===== src/sv/hcds_pkg.sv =====
// Shared types and constants for the heightfield cell store.
`timescale 1ns / 1ps
package hcds_pkg;
   localparam logic [2:0] ACT_LOAD   = 3'd0;
   localparam logic [2:0] ACT_DEFORM = 3'd1;
   localparam logic [2:0] ACT_READ   = 3'd2;
   localparam logic [2:0] ACT_SETMAT = 3'd3;
   localparam logic [2:0] ACT_CLEAR  = 3'd4;

   localparam logic [2:0] REG_DEPTH = 3'd0;
   localparam logic [2:0] REG_RAISE = 3'd1;
   localparam logic [2:0] REG_MINH  = 3'd2;
   localparam logic [2:0] REG_MAXH  = 3'd3;
   localparam logic [2:0] REG_GW    = 3'd4;
   localparam logic [2:0] REG_GD    = 3'd5;

   localparam logic [11:0] SCALE_ONE = 12'd256;

   typedef struct packed {
      logic [2:0]         action;
      logic               inb;
      logic [7:0]         x;
      logic [7:0]         z;
      logic signed [15:0] value;
      logic               respect;
      logic [8:0]         hardness;
      logic [11:0]        scale;
   } cmd_type;

   typedef enum logic [2:0] {
      ST_IDLE, ST_READ, ST_MUL, ST_SCALE, ST_CALC, ST_OUT
   } state_type;
endpackage


===== src/sv/hcds_front.sv =====
// Front end: accepts items, checks bounds and queues classified commands.
`timescale 1ns / 1ps
module hcds_front #(
   parameter int GRID_X = 256,
   parameter int GRID_Z = 256
) (
   input  logic               clock,
   input  logic               reset,
   input  logic               in_valid,
   output logic               in_ready,
   input  logic [2:0]         action,
   input  logic [7:0]         cell_x,
   input  logic [7:0]         cell_z,
   input  logic [15:0]        value,
   input  logic               respect,
   input  logic [8:0]         hardness,
   input  logic [11:0]        disp_scale,
   input  logic [8:0]         grid_width,
   input  logic [8:0]         grid_depth,
   output logic               q_valid,
   input  logic               q_ready,
   output hcds_pkg::cmd_type  q_cmd
);
   // two-entry queue
   hcds_pkg::cmd_type mem_ff [2];
   logic       wp_ff, rp_ff;
   logic [1:0] cnt_ff, cnt_in;
   hcds_pkg::cmd_type c;
   logic push, pop;

   always_comb begin
      c.action   = action;
      c.x        = cell_x;
      c.z        = cell_z;
      c.value    = $signed(value);
      c.respect  = respect;
      c.hardness = hardness;
      c.scale    = disp_scale;
      c.inb      = ({1'b0, cell_x} < grid_width) && ({1'b0, cell_z} < grid_depth)
                   && (32'(cell_x) < GRID_X) && (32'(cell_z) < GRID_Z);
   end

   assign in_ready = (cnt_ff != 2'd2);
   assign push     = in_valid && in_ready;
   assign q_valid  = (cnt_ff != 2'd0);
   assign pop      = q_valid && q_ready;
   assign q_cmd    = mem_ff[rp_ff];
   assign cnt_in   = cnt_ff + {1'b0, push} - {1'b0, pop};

   always_ff @(posedge clock) begin
      if (reset) begin
         wp_ff <= 1'b0; rp_ff <= 1'b0; cnt_ff <= 2'd0;
      end else begin
         if (push) wp_ff <= ~wp_ff;
         if (pop) rp_ff <= ~rp_ff;
         cnt_ff <= cnt_in;
      end
      if (push) mem_ff[wp_ff] <= c;
   end

`ifndef SYNTHESIS
   a_cnt: assert property (@(posedge clock) disable iff (reset) cnt_ff <= 2'd2)
      else $error("queue count overflow");
   a_full: assert property (@(posedge clock) disable iff (reset)
      (cnt_ff == 2'd2) |-> !in_ready) else $error("accept while full");
   a_pop: assert property (@(posedge clock) disable iff (reset)
      (cnt_ff == 2'd0) |-> !q_valid) else $error("pop while empty");
`endif
endmodule


===== config.mk =====
export PLATFORM = sky130hd
export DESIGN_NAME = hcds_front
export DESIGN_NICKNAME = d
export VERILOG_FILES = /design/src/sv/hcds_pkg.sv /design/src/sv/hcds_front.sv
export SDC_FILE = /design/constraint.sdc
export NUM_CORES = 1
export LEC_CHECK = 0
export ABC_AREA = 1
export BUFFER_PORTS_ARGS = -buffer_cell sky130_fd_sc_hd__buf_2
export CORE_ASPECT_RATIO = 1.25
export CORE_UTILIZATION = 56
export DETAILED_ROUTE_END_ITERATION = 8
export PLACE_DENSITY = 0.85
export RECOVER_POWER = 50
export SYNTH_ARGS = -nofsm -noshare
export SYNTH_HDL_FRONTEND = slang
export SYNTH_SLANG_ARGS = --single-unit
export TNS_END_PERCENT = 50

===== constraint.sdc =====
create_clock -name clock -period 9.1 [get_ports clock]
set_input_delay 0.91 -clock clock [delete_from_list [all_inputs] [get_ports clock]]
set_output_delay 0.91 -clock clock [all_outputs]
set_load 0.05 [all_outputs]

After elaboration in Yosys (flattened, before gate mapping)
Memories as Yosys holds them, arrays and structs flattened. A register that Yosys moved wholly into a read port is not among the register bits.
Index checks and enable logic that the tools add are counted.
Widths: inputs -> output; s select.

word-level totals
  input port bits = 79
  RAM bits = 116
  output and inout bits = 60
  memories kept = 1
  flip-flop bits (word level) = 4

operators by class
  bitwise logic cells = 2
  multiplexer cells = 4
  equal/unequal tests = 1
  add/sub/neg operators = 2
  reduce and logical (&&, ||, !) cells = 4
  $lt $le $gt $ge = 2

memory list
  memory  depth  width  rd ports  clocked after memory_dff  wr ports  RTL line          RTL
  mem_ff  2      58     1         1                         1         hcds_front.sv:25  hcds_pkg::cmd_type mem_ff [2];

operator list
  operator            count
  $lt 8x9->1          2
  $mux 1              4
  $logic_and 1x1->1   3
  $add 2x1->2         1
  $ne 2x2->1 const B  1
  $not 1->1           2
  $reduce_bool 2->1   1
  $sub 2x1->2         1

Depth between registers and ports, before layout
Gate-level depths: netlist of the first run.

  depth in word-level cells = 4
  mapped depth = 9
  mapped depth without buffers = 9

Worst setup path after synthesis of the first run
No wires, ideal clock.

  path kind = input to register
  start point = input port in_valid
  end point = memory mem_ff[1][0] (netlist bit), enable pin
  data arrival time = 3480 ps
  required time = 8624 ps
  path slack = 5144 ps
  stages on the path = 2
  cells stage by stage = nand2_1 nor2_1

between the ends
  word-level cells in the longest chain between the ends = 3

ends and longest elaborated chain
  item                          RTL line          RTL
  start, declared               hcds_front.sv:9   input logic in_valid,
  $logic_and 1x1->1             hcds_front.sv:44  assign push = in_valid && in_ready;
  $mux 1                        hcds_front.sv:58  if (push) mem_ff[wp_ff] <= c;
  $mux 1 (not written as such)  hcds_front.sv:58
  end, declared                 hcds_front.sv:25

No other way between the ends.

Final worst setup path of the first run
  start point = register cnt_ff[0]
  end point = memory mem_ff[0][32] (netlist bit), enable pin

between the ends
  word-level cells in the longest chain between the ends = 4

ends and longest elaborated chain
  item                          RTL line          RTL
  start, declared               hcds_front.sv:27  logic [1:0] cnt_ff, cnt_in;
  start signal, assigned        hcds_front.sv:56  cnt_ff <= cnt_in;
  $ne 2x2->1                    hcds_front.sv:43  assign in_ready = (cnt_ff != 2'd2);
  $logic_and 1x1->1             hcds_front.sv:44
  $mux 1                        hcds_front.sv:58
  $mux 1 (not written as such)  hcds_front.sv:58

No other way between the ends.

==> impl_metrics.csv, run 1 <==
group,metric,value,unit
finish,final_cells,572,
place,dp_cells,540,
power_and_ir_drop,total_power,2.051,mW
cts,tritoncts,"yes",
cts,clockBufferDepth,2,
sta,finalSetupTns,0,ps
logic_synthesis,synth-xor-area-share,0.1778,%
power_and_ir_drop,pwr-share-clk,32.6,%
place,placed_cell_area,5748,um2
worst_hold_path,whs_path_depth,2,
critical_path,critPathTopFamily,"buffers and inverters",
sta,rsz0062_at_grt,"false",
cts,hold_buffers,0,
die,die_h,106.9,um
die,rows,37,
power_and_ir_drop,p_int,1.342,mW
outcome,outcome,"finished with violations",
cts,ctsResizeCount,0,
critical_path,slowest_delay,2340,ps
logic_synthesis,synth_nets,384,
critical_path,crit_slowest_cell,"clkbuf_1",
logic_synthesis,netlist.area_leader.share,70.71,%
cts,cts_root_buf,"clkbuf_8",
power_and_ir_drop,p_switching,0.7091,mW
logic_synthesis,ys_seq_elements,121,
power_and_ir_drop,ir_worst_vdd,0.1703,mV
sta,relSlewSlack,-120.9,%
logic_synthesis,synthTopCellsByArea,"edfxtp_1 (71%), mux2_2 (8.7%), mux2_4 (6.1%), ha_1 (4.1%), inv_1 (2.4%)",
power_and_ir_drop,p_comb_share,29.8,%
die,ios,139,
finish,final_area,6299,um2
die,dieWidth,85.89,um
power_and_ir_drop,power_density,325.7,nW/um2
sta,hold_violations,0,
place,place_congestion,0.7574,
critical_path,critPathLaunch,"cnt_ff[0]",
sta,max_freq,278.9,MHz
finish,n_antenna_cell,0,
place,io_buffers,138,
outcome,violations,"max-capacitance violations, max-slew violations",
logic_synthesis,syn-cell-area,4926,um2
drt,finalWirelength,8753,um
finish,utilization,75.17,%
critical_path,critical_path_required,9140,ps
sta,fin_ws,5514,ps
cts,cts_buffers,17,
die,start_util,58.79,%
logic_synthesis,syn_avg_cell_area,17.04,um2
critical_path,path_class,"reg -> reg",
place,pre_cts_ws,6339,ps
logic_synthesis,synth_cell_type_count,17,
critical_path,cp-start-kind,"flip-flop",
critical_path,path_depth,5,
die,die-area,9178,um2
drt,wl_per_cell,15.30,um
drt,drt_iter0_drc,104,
sta,period_needed,3586,ps
die,core_area,8379,um2
global_routing,grt_antenna_before_repair,0,
worst_hold_path,hp-start,"rp_ff",
global_routing,grt_max_degree,59,
logic_synthesis,yosysTopAreaCell,"edfxtp_1",
drt,drtAntennaViolNets,0,
critical_path,path_cells,"inv_1 > nand2_1 > nand2_1 > nor2_4 > clkbuf_1",
cts,postCtsSetupBuffers,0,
drt,wl_met1,3211,um
logic_synthesis,ys_warn_count,0,
job,cap_violations,2,
logic_synthesis,yosys.area_share.simple,4.166,%
critical_path,crit_path_end_kind,"flip-flop",
power_and_ir_drop,switching_share,34.57,%
sta,whs,544.0,ps
global_routing,grt.total_usage,20.76,%
finish,drive_gt1_share,43.30,%
logic_synthesis,synth_mux_area_share,14.78,%
critical_path,worst-path-max-fanout,58,
logic_synthesis,synth_cells,289,
finish,nNetsFinal,537,
finish,area_delta_synth_final,27.86,%
drt,vias,2820,
power_and_ir_drop,p_leak,2.553,nW
cts,clk_pin_slew,60,ps
power_and_ir_drop,seq_power_share,37.6,%
cts,clkLatencyLatePin,500,ps
sta,period_share,39.40,%
global_routing,overflow,0,
critical_path,arrival,3620,ps
global_routing,grt_pass1_vias,2917,
drt,firstDrtPassIters,4,
logic_synthesis,ys_seq_area_share,72.75,%
critical_path,ff2ff_path_depth,5,
critical_path,cp.buffers_inverters,2,
global_routing,grt_pass1_wl,13610,um
drt,dr_wl_met3,528,um
sta,worstMarginPinSlew,3313,ps
logic_synthesis,yosys.area_share.adder,4.064,%
sta,setup_viol,0,
drt,drc_errors,0,
worst_hold_path,hp-class,"reg -> reg",
logic_synthesis,synth_compound_area_share,0.7112,%
cts,cts_sinks,121,
drt,route.met2.wl,4836,um
cts,h-tree-depth,4,
logic_synthesis,synth_top_family_by_area,"multiplexers",
critical_path,reg2reg_from,"cnt_ff[0]",
drt,top_layer,"met4",
critical_path,crit_top_cell,"nand2_1",
sta,drv_slew,88,
place,dp_hpwl,5656,um
drt,vias_per_cell,4.930,
finish,fill_cells,510,
sta,fin_skew,8.862,ps
==> flip-flops by register name, summed over array words and instances, names as in the netlist, named ones only <==
register,cells
rp_ff,1
wp_ff,1
cnt_ff,2
mem_ff,116
==> kinds of logic (layout without fill, tap and decap cells) <==
kind of cell    count (synthesis)  after routing
compound gates                  6              6
xor+xnor                        1              1
flops                         121            121
buf+inv                        37            203
mux                            58             58
simple gates                   50             50
fa+ha+maj                      16             16
==> worst register-to-register path, stage by stage (launching register included) <==
cell,delay [ps]
dfxtp_1,350
inv_1,60
nand2_1,100
nand2_1,140
nor2_4,100
clkbuf_1,2340
==> cell type report <==
cell class,count,area (um2),share of cell area [%]
clock buffer,19,421.7,6.694
clock inverter,13,177.7,2.821
inverter,31,116.4,1.847
multi-input combinational,131,1185,18.81
sequential,121,3587,56.95
tap,117,146.4,2.324
timing repair buffer,140,664.4,10.55
==> metal layers <==
layer  up-vias  global-route usage [%]
met4         0                   11.55
met3        14                   7.005
met1      1348                   20.78
li1       1360                       -
met5         -                       0
met2        98                   37.19
==> placed cells by master (no fill, tap or decap), drive strengths merged <==
cell type / instances
a21boi: 1
a21oi: 4
buf: 110
bufinv: 4
clkbuf: 49
clkinv: 6
clkinvlp: 3
dfxtp: 5
edfxtp: 116
ha: 16
inv: 31
mux2: 58
nand2: 29
nand3: 4
nor2: 13
nor3: 1
nor3b: 3
o21a: 1
xnor2: 1
==> Yosys cell counts <==
cell type	n
nand3_1	4
dfxtp_1	5
nor2_1	13
nor3b_1	3
xnor2_1	1
a21oi_1	4
inv_1	31
o21a_1	1
edfxtp_1	116
a21boi_0	1
buf_6	3
ha_1	16
nand2_1	29
mux2_4	20
nor3_1	1
buf_2	3
mux2_2	38
==> worst paths after layout <==
check | end | slack, ps
setup / recovery | mem_ff[0][32] | 5510
hold / removal | flip-flop | 540
hold reg to reg | flip-flop | 540
setup reg to reg | mem_ff[0][32] | 5510
==> power by group through the flow <==
stage / Sequential [mW] / Combinational (mW) / Clock [mW]
CTS: 0.768 / 0.623 / 0.676
finish: 0.772 / 0.612 / 0.668
floorplan: 0.743 / 0.523 / 0
detailed placement: 0.779 / 0.618 / 0
global route: 0.784 / 0.643 / 0.704
global placement: 0.773 / 0.609 / 0
Note: power is estimated with default switching activity, not from simulation.
==> run 2: changes to the inputs <==
CORE_UTILIZATION = 52   (was 56)
PLACE_DENSITY = 0.8   (was 0.85)
clock period = 3.6 ns   (was 9.1 ns; I/O delays follow)
==> run 2 against run 1 <==
The run now ends clean. Clock power rose by 140%. Final area barely moved. Combinational power rose to 2.5 times the previous value. Sequential share of layout area barely moved. First-iteration DRC count fell by 16%. Critical path depth fell by 3. Register-to-register slack got worse by 3900 ps. Count of clock-buffer cells in the layout fell by 2. Hold slack got worse by 400 ps. Core utilization fell by 6.5 points. Critical path type is now reg -> out. Critical endpoint is now q_cmd[1]. Largest power group unchanged. Highest routed layer unchanged.
==> impl_metrics.csv, run 2 (synthesis gave the netlist of run 1 again) <==
group,metric,value,unit
worst_hold_path,whs_path_depth,1,
power_and_ir_drop,p_switching,1.818,mW
finish,nNetsFinal,537,
finish,seq_area,3587,um2
drt,wl_per_cell,14.83,um
finish,top_regs,"mem_ff x116, cnt_ff x2",
global_routing,grt_antenna_before_repair,0,
outcome,outcome,"completed",
finish,area_delta_synth_final,27.89,%
global_routing,grt_pass1_wl,13030,um
global_routing,overflow,0,
power_and_ir_drop,p_int,3.285,mW
sta,period_share,65.05,%
power_and_ir_drop,power_density,810.0,nW/um2
critical_path,r2r_end,"mem_ff[1][22]",
critical_path,ff2ff_path_depth,5,
drt,vias,2810,
global_routing,grt_pass1_vias,2761,
critical_path,slowest_delay,900,ps
power_and_ir_drop,p_leak,2.508,nW
cts,cts_root_buf,"clkbuf_16",
finish,multi_input_area,1192,um2
place,place_congestion,0.6870,
sta,setup_viol,0,
sta,max_freq,427.0,MHz
drt,drc_errors,0,
cts,clk_pin_slew,50,ps
die,die_h,110.8,um
sta,fin_ws,1258,ps
sta,drv_slew,0,
die,core_area,9174,um2
worst_hold_path,hold_end,"mem_ff[1][30]",
power_and_ir_drop,total_power,5.103,mW
die,ios,139,
cts,hold_buffers,0,
cts,clockBufferDepth,2,
power_and_ir_drop,seq_power_share,37.8,%
finish,final_common_cell,"edfxtp_1",
cts,cts_sinks,121,
critical_path,reg2reg_from,"cnt_ff[0]",
cts,tritoncts,"yes",
global_routing,grt.total_usage,18.51,%
die,dieWidth,89.06,um
sta,relSlewSlack,42.61,%
critical_path,critical_path_required,3240,ps
cts,h-tree-depth,4,
sta,rsz0062_at_grt,"false",
drt,drtAntennaViolNets,0,
finish,fill_cells,692,
power_and_ir_drop,switching_share,35.62,%
die,die-area,9869,um2
place,io_buffers,138,
drt,vias_per_cell,4.862,
die,start_util,53.70,%
place,dp_hpwl,5694,um
sta,whs,145.6,ps
finish,layout_common_cells,"edfxtp_1 (116), buf_2 (92), clkbuf_1 (46)",
sta,worstMarginPinSlew,860.9,ps
finish,regMostFlops,"mem_ff",
job,cap_violations,0,
cts,ctsResizeCount,0,
critical_path,path_class,"reg -> out",
drt,firstDrtPassIters,4,
drt,drt_iter0_drc,87,
sta,fin_skew,6.281,ps
critical_path,r2r_slack,1600,ps
power_and_ir_drop,ir_worst_vdd,0.4292,mV
finish,drive_gt1_share,40.88,%
finish,n_antenna_cell,0,
worst_hold_path,hp-class,"in -> reg",
die,rows,39,
drt,finalWirelength,8574,um
sta,hold_violations,0,
finish,largest_reg_flops,116,
critical_path,crit_slowest_cell,"dfxtp_4",
critical_path,arrival,1980,ps
sta,period_needed,2342,ps
critical_path,path_cells,"mux2_2 > buf_2",
power_and_ir_drop,p_comb_share,30.6,%
cts,postCtsSetupBuffers,0,
critical_path,crit_path_end_kind,"output port",
cts,clkLatencyLatePin,400,ps
critical_path,cp-start-kind,"flip-flop",
worst_hold_path,hp-start,"value[8]",
power_and_ir_drop,pwr-share-clk,31.6,%
critical_path,worst-path-max-fanout,58,
global_routing,grt_max_degree,59,
place,pre_cts_ws,1582,ps
cts,cts_buffers,17,
==> run 2: cell types whose count changed in the layout (fill, tap and decap cells not counted), moves of 2 or more <==
cell | before | now
bufinv_16 | 4 | 2
clkinvlp_4 | 3 | 5
inv_6 | 0 | 3
buf_2 | 108 | 92
clkbuf_1 | 32 | 46
buf_12 | 0 | 2
==> run 2: critical path: cells and delay by family, from the launching register on <==
kind / cells / cell delay (ps)
buffers and inverters: 1 / 210
DFF: 1 / 900
muxes: 1 / 420
==> run 2: power by group through the flow <==
stage | sequential [mW] | combinational (mW) | clock, mW
2_1_floorplan | 1.87 | 1.32 | 0
3_5_place_dp | 1.96 | 1.58 | 0
3_3_place_gp | 1.95 | 1.56 | 0
4_1_cts | 1.94 | 1.59 | 1.65
5_1_grt | 1.96 | 1.64 | 1.70
6_report | 1.93 | 1.56 | 1.61
==> run 2: worst max-delay path by stage <==
stage	to	slack [ps]
after floorplan	mem_ff[0][0]	-280
after global placement	mem_ff[1][41]	1650
after detailed placement	mem_ff[1][15]	1580
after CTS	q_cmd[12]	1190
after global routing	q_cmd[1]	1140
final	q_cmd[1]	1260
==> run 2: per-layer routing <==
layer  track usage (%)  up-vias  part of all wire [%]  wire length [um]
met5                 0        -                     0                 0
met4             8.571        0                  0.96                82
met2             31.64      108                    53              4537
met1             19.95     1336                    39              3346
met3             6.776        7                   7.1               608
li1                  -     1359                     -                 -
==> run 2: per-stage QoR <==
step	util, %	TNS [ps]	instance area, um2	instances
floorplan	-	-16470	4928	289
global placement	63.01	0	5781	546
detailed placement	63.01	0	5781	546
CTS	69.30	0	6357	578
global route	68.67	0	6300	578
finish	68.67	0	6300	578
==> run 2: cell type report <==
type                            instances  area share (%)
Clock inverter                         15           2.403
Timing Repair Buffer                  140           10.69
Tap cell                              123           2.443
Sequential cell                       121           56.94
Inverter                               31           1.847
Clock buffer                           17           6.753
Multi-Input combinational cell        131           18.93
==> run 3: changes to the inputs <==
clock period = 2.4 ns   (was 3.6 ns; I/O delays follow)
==> run 3 against run 2 <==
Via count is 0.39% higher. Worst setup slack got worse by 800 ps. Core utilization is 0.40 points lower. Clock skew grew 1.1 ps. Die area is the same. Critical path depth increased by 1. Combinational power grew 58%. Hold slack worse by 120 ps. Register-to-register slack got worse by 1100 ps. First-iteration DRC count rose by 17%. Cell count decreased by 0.17%. Largest power group unchanged.
==> impl_metrics.csv, run 3 (synthesis gave the netlist of run 1 again) <==
group,metric,value,unit
outcome,outcome,"completed",
critical_path,path_class,"reg -> out",
finish,nNetsFinal,538,
global_routing,grt_pass1_wl,12710,um
cts,clkLatencyLatePin,400,ps
place,place_congestion,0.6984,
finish,largest_reg_flops,116,
critical_path,r2r_slack,510,ps
drt,drt_iter0_drc,102,
finish,fill_cells,676,
global_routing,overflow,0,
cts,cts_sinks,121,
sta,rsz0062_at_grt,"false",
sta,drv_slew,0,
die,core_area,9174,um2
critical_path,crit_slowest_cell,"mux2_2",
finish,final_cells,577,
critical_path,arrival,1700,ps
die,die_h,110.8,um
sta,worstMarginPinSlew,825.4,ps
sta,finalSetupTns,0,ps
power_and_ir_drop,p_comb_share,32.6,%
power_and_ir_drop,p_leak,2.519,nW
place,dp_hpwl,5475,um
sta,setup_viol,0,
job,cap_violations,0,
global_routing,grt_pass1_vias,2838,
drt,vias,2821,
power_and_ir_drop,ir_worst_vdd,0.5324,mV
worst_hold_path,hp-class,"in -> reg",
die,dieWidth,89.06,um
power_and_ir_drop,p_switching,2.652,mW
power_and_ir_drop,total_power,7.544,mW
drt,drtAntennaViolNets,0,
die,rows,39,
die,ios,139,
cts,postCtsSetupBuffers,0,
drt,firstDrtPassIters,4,
finish,n_antenna_cell,0,
sta,period_share,80.73,%
die,start_util,53.70,%
critical_path,slowest_delay,400,ps
global_routing,grt_antenna_before_repair,0,
finish,area_delta_synth_final,27.15,%
finish,drive_gt1_share,41.41,%
critical_path,critical_path_required,2160,ps
critical_path,worst-path-max-fanout,58,
place,dp_cells,547,
finish,top_regs,"mem_ff x116, cnt_ff x2",
die,die-area,9869,um2
cts,hold_buffers,0,
sta,relSlewSlack,44.97,%
sta,period_needed,1938,ps
finish,regMostFlops,"mem_ff",
sta,max_freq,516.1,MHz
finish,final_common_cell,"edfxtp_1",
cts,h-tree-depth,4,
sta,hold_violations,0,
cts,cts_buffers,17,
critical_path,path_cells,"buf_12 > mux2_2 > buf_2",
power_and_ir_drop,power_density,1204,nW/um2
cts,tritoncts,"yes",
power_and_ir_drop,p_int,4.892,mW
global_routing,grt.total_usage,18.04,%
power_and_ir_drop,switching_share,35.15,%
cts,cts_root_buf,"clkbuf_16",
sta,fin_skew,7.385,ps
drt,finalWirelength,8360,um
critical_path,cp-start-kind,"flip-flop",
finish,layout_common_cells,"edfxtp_1 (116), buf_2 (99), clkbuf_1 (39)",
finish,utilization,68.28,%
power_and_ir_drop,pwr-share-clk,30.5,%
drt,vias_per_cell,4.889,
cts,ctsResizeCount,0,
place,io_buffers,138,
power_and_ir_drop,seq_power_share,36.9,%
drt,drc_errors,0,
cts,clk_pin_slew,50,ps
drt,wl_per_cell,14.49,um
global_routing,grt_max_degree,60,
cts,clockBufferDepth,2,
critical_path,crit_path_end_kind,"output port",
sta,whs,21.31,ps
-- run 3: changes by cell type in the layout (fill, tap and decap cells not counted), sizes merged --
cell,change
inv,-3
buf,+7
clkbuf,-5
clkinvlp,-3
clkinv,+3
-- run 3: layout make-up --
type                       count  area (um2)  area share [%]
clock buffer                  18       429.2           6.852
inverter                      31       116.4           1.858
sequential                   121        3585           57.23
tap                          123       153.9           2.457
timing repair buffer         141       676.9           10.81
multi-input combinational    131        1192           19.04
clock inverter                12       110.1           1.758
-- run 3: final timing paths --
kind / from / depth (start not counted) / to
worst min register to register: rp_ff / 2 / flip-flop
worst max register to register: cnt_ff[0] / 5 / mem_ff[1][1]
worst max-delay path: flip-flop / 3 / q_cmd[57]
worst min-delay path: value[4] / 1 / mem_ff[0][26]
-- run 3: worst max-delay path: cells and delay by family (launching register included) --
family,cells,cell delay [ps]
buffers and inverters,2,540
multiplexers,1,400
flip-flops,1,330
-- run 3: power by group through the flow --
stage | Sequential, mW | Clock, mW | Combinational (mW)
final | 2.79 | 2.30 | 2.46
after global routing | 2.82 | 2.41 | 2.59
after CTS | 2.78 | 2.34 | 2.52
after detailed placement | 2.82 | 0 | 2.51
after global placement | 2.79 | 0 | 2.47
after floorplan | 2.80 | 0 | 1.99
-- run 3: routing by layer --
layer | share of wire [%] | track usage (%)
met1 | 38 | 17.57
met2 | 54 | 31.64
met3 | 6.0 | 4.840
met4 | 2.3 | 13.02
met5 | 0 | 0
-- run 3: through the flow --
step	setup slack (ps)	cell area, um2
4_1_cts	437.0	6337
3_5_place_dp	639.5	5798
2_1_floorplan	-538.2	4931
3_3_place_gp	812.6	5798
5_1_grt	399.4	6264
6_report	462.5	6264
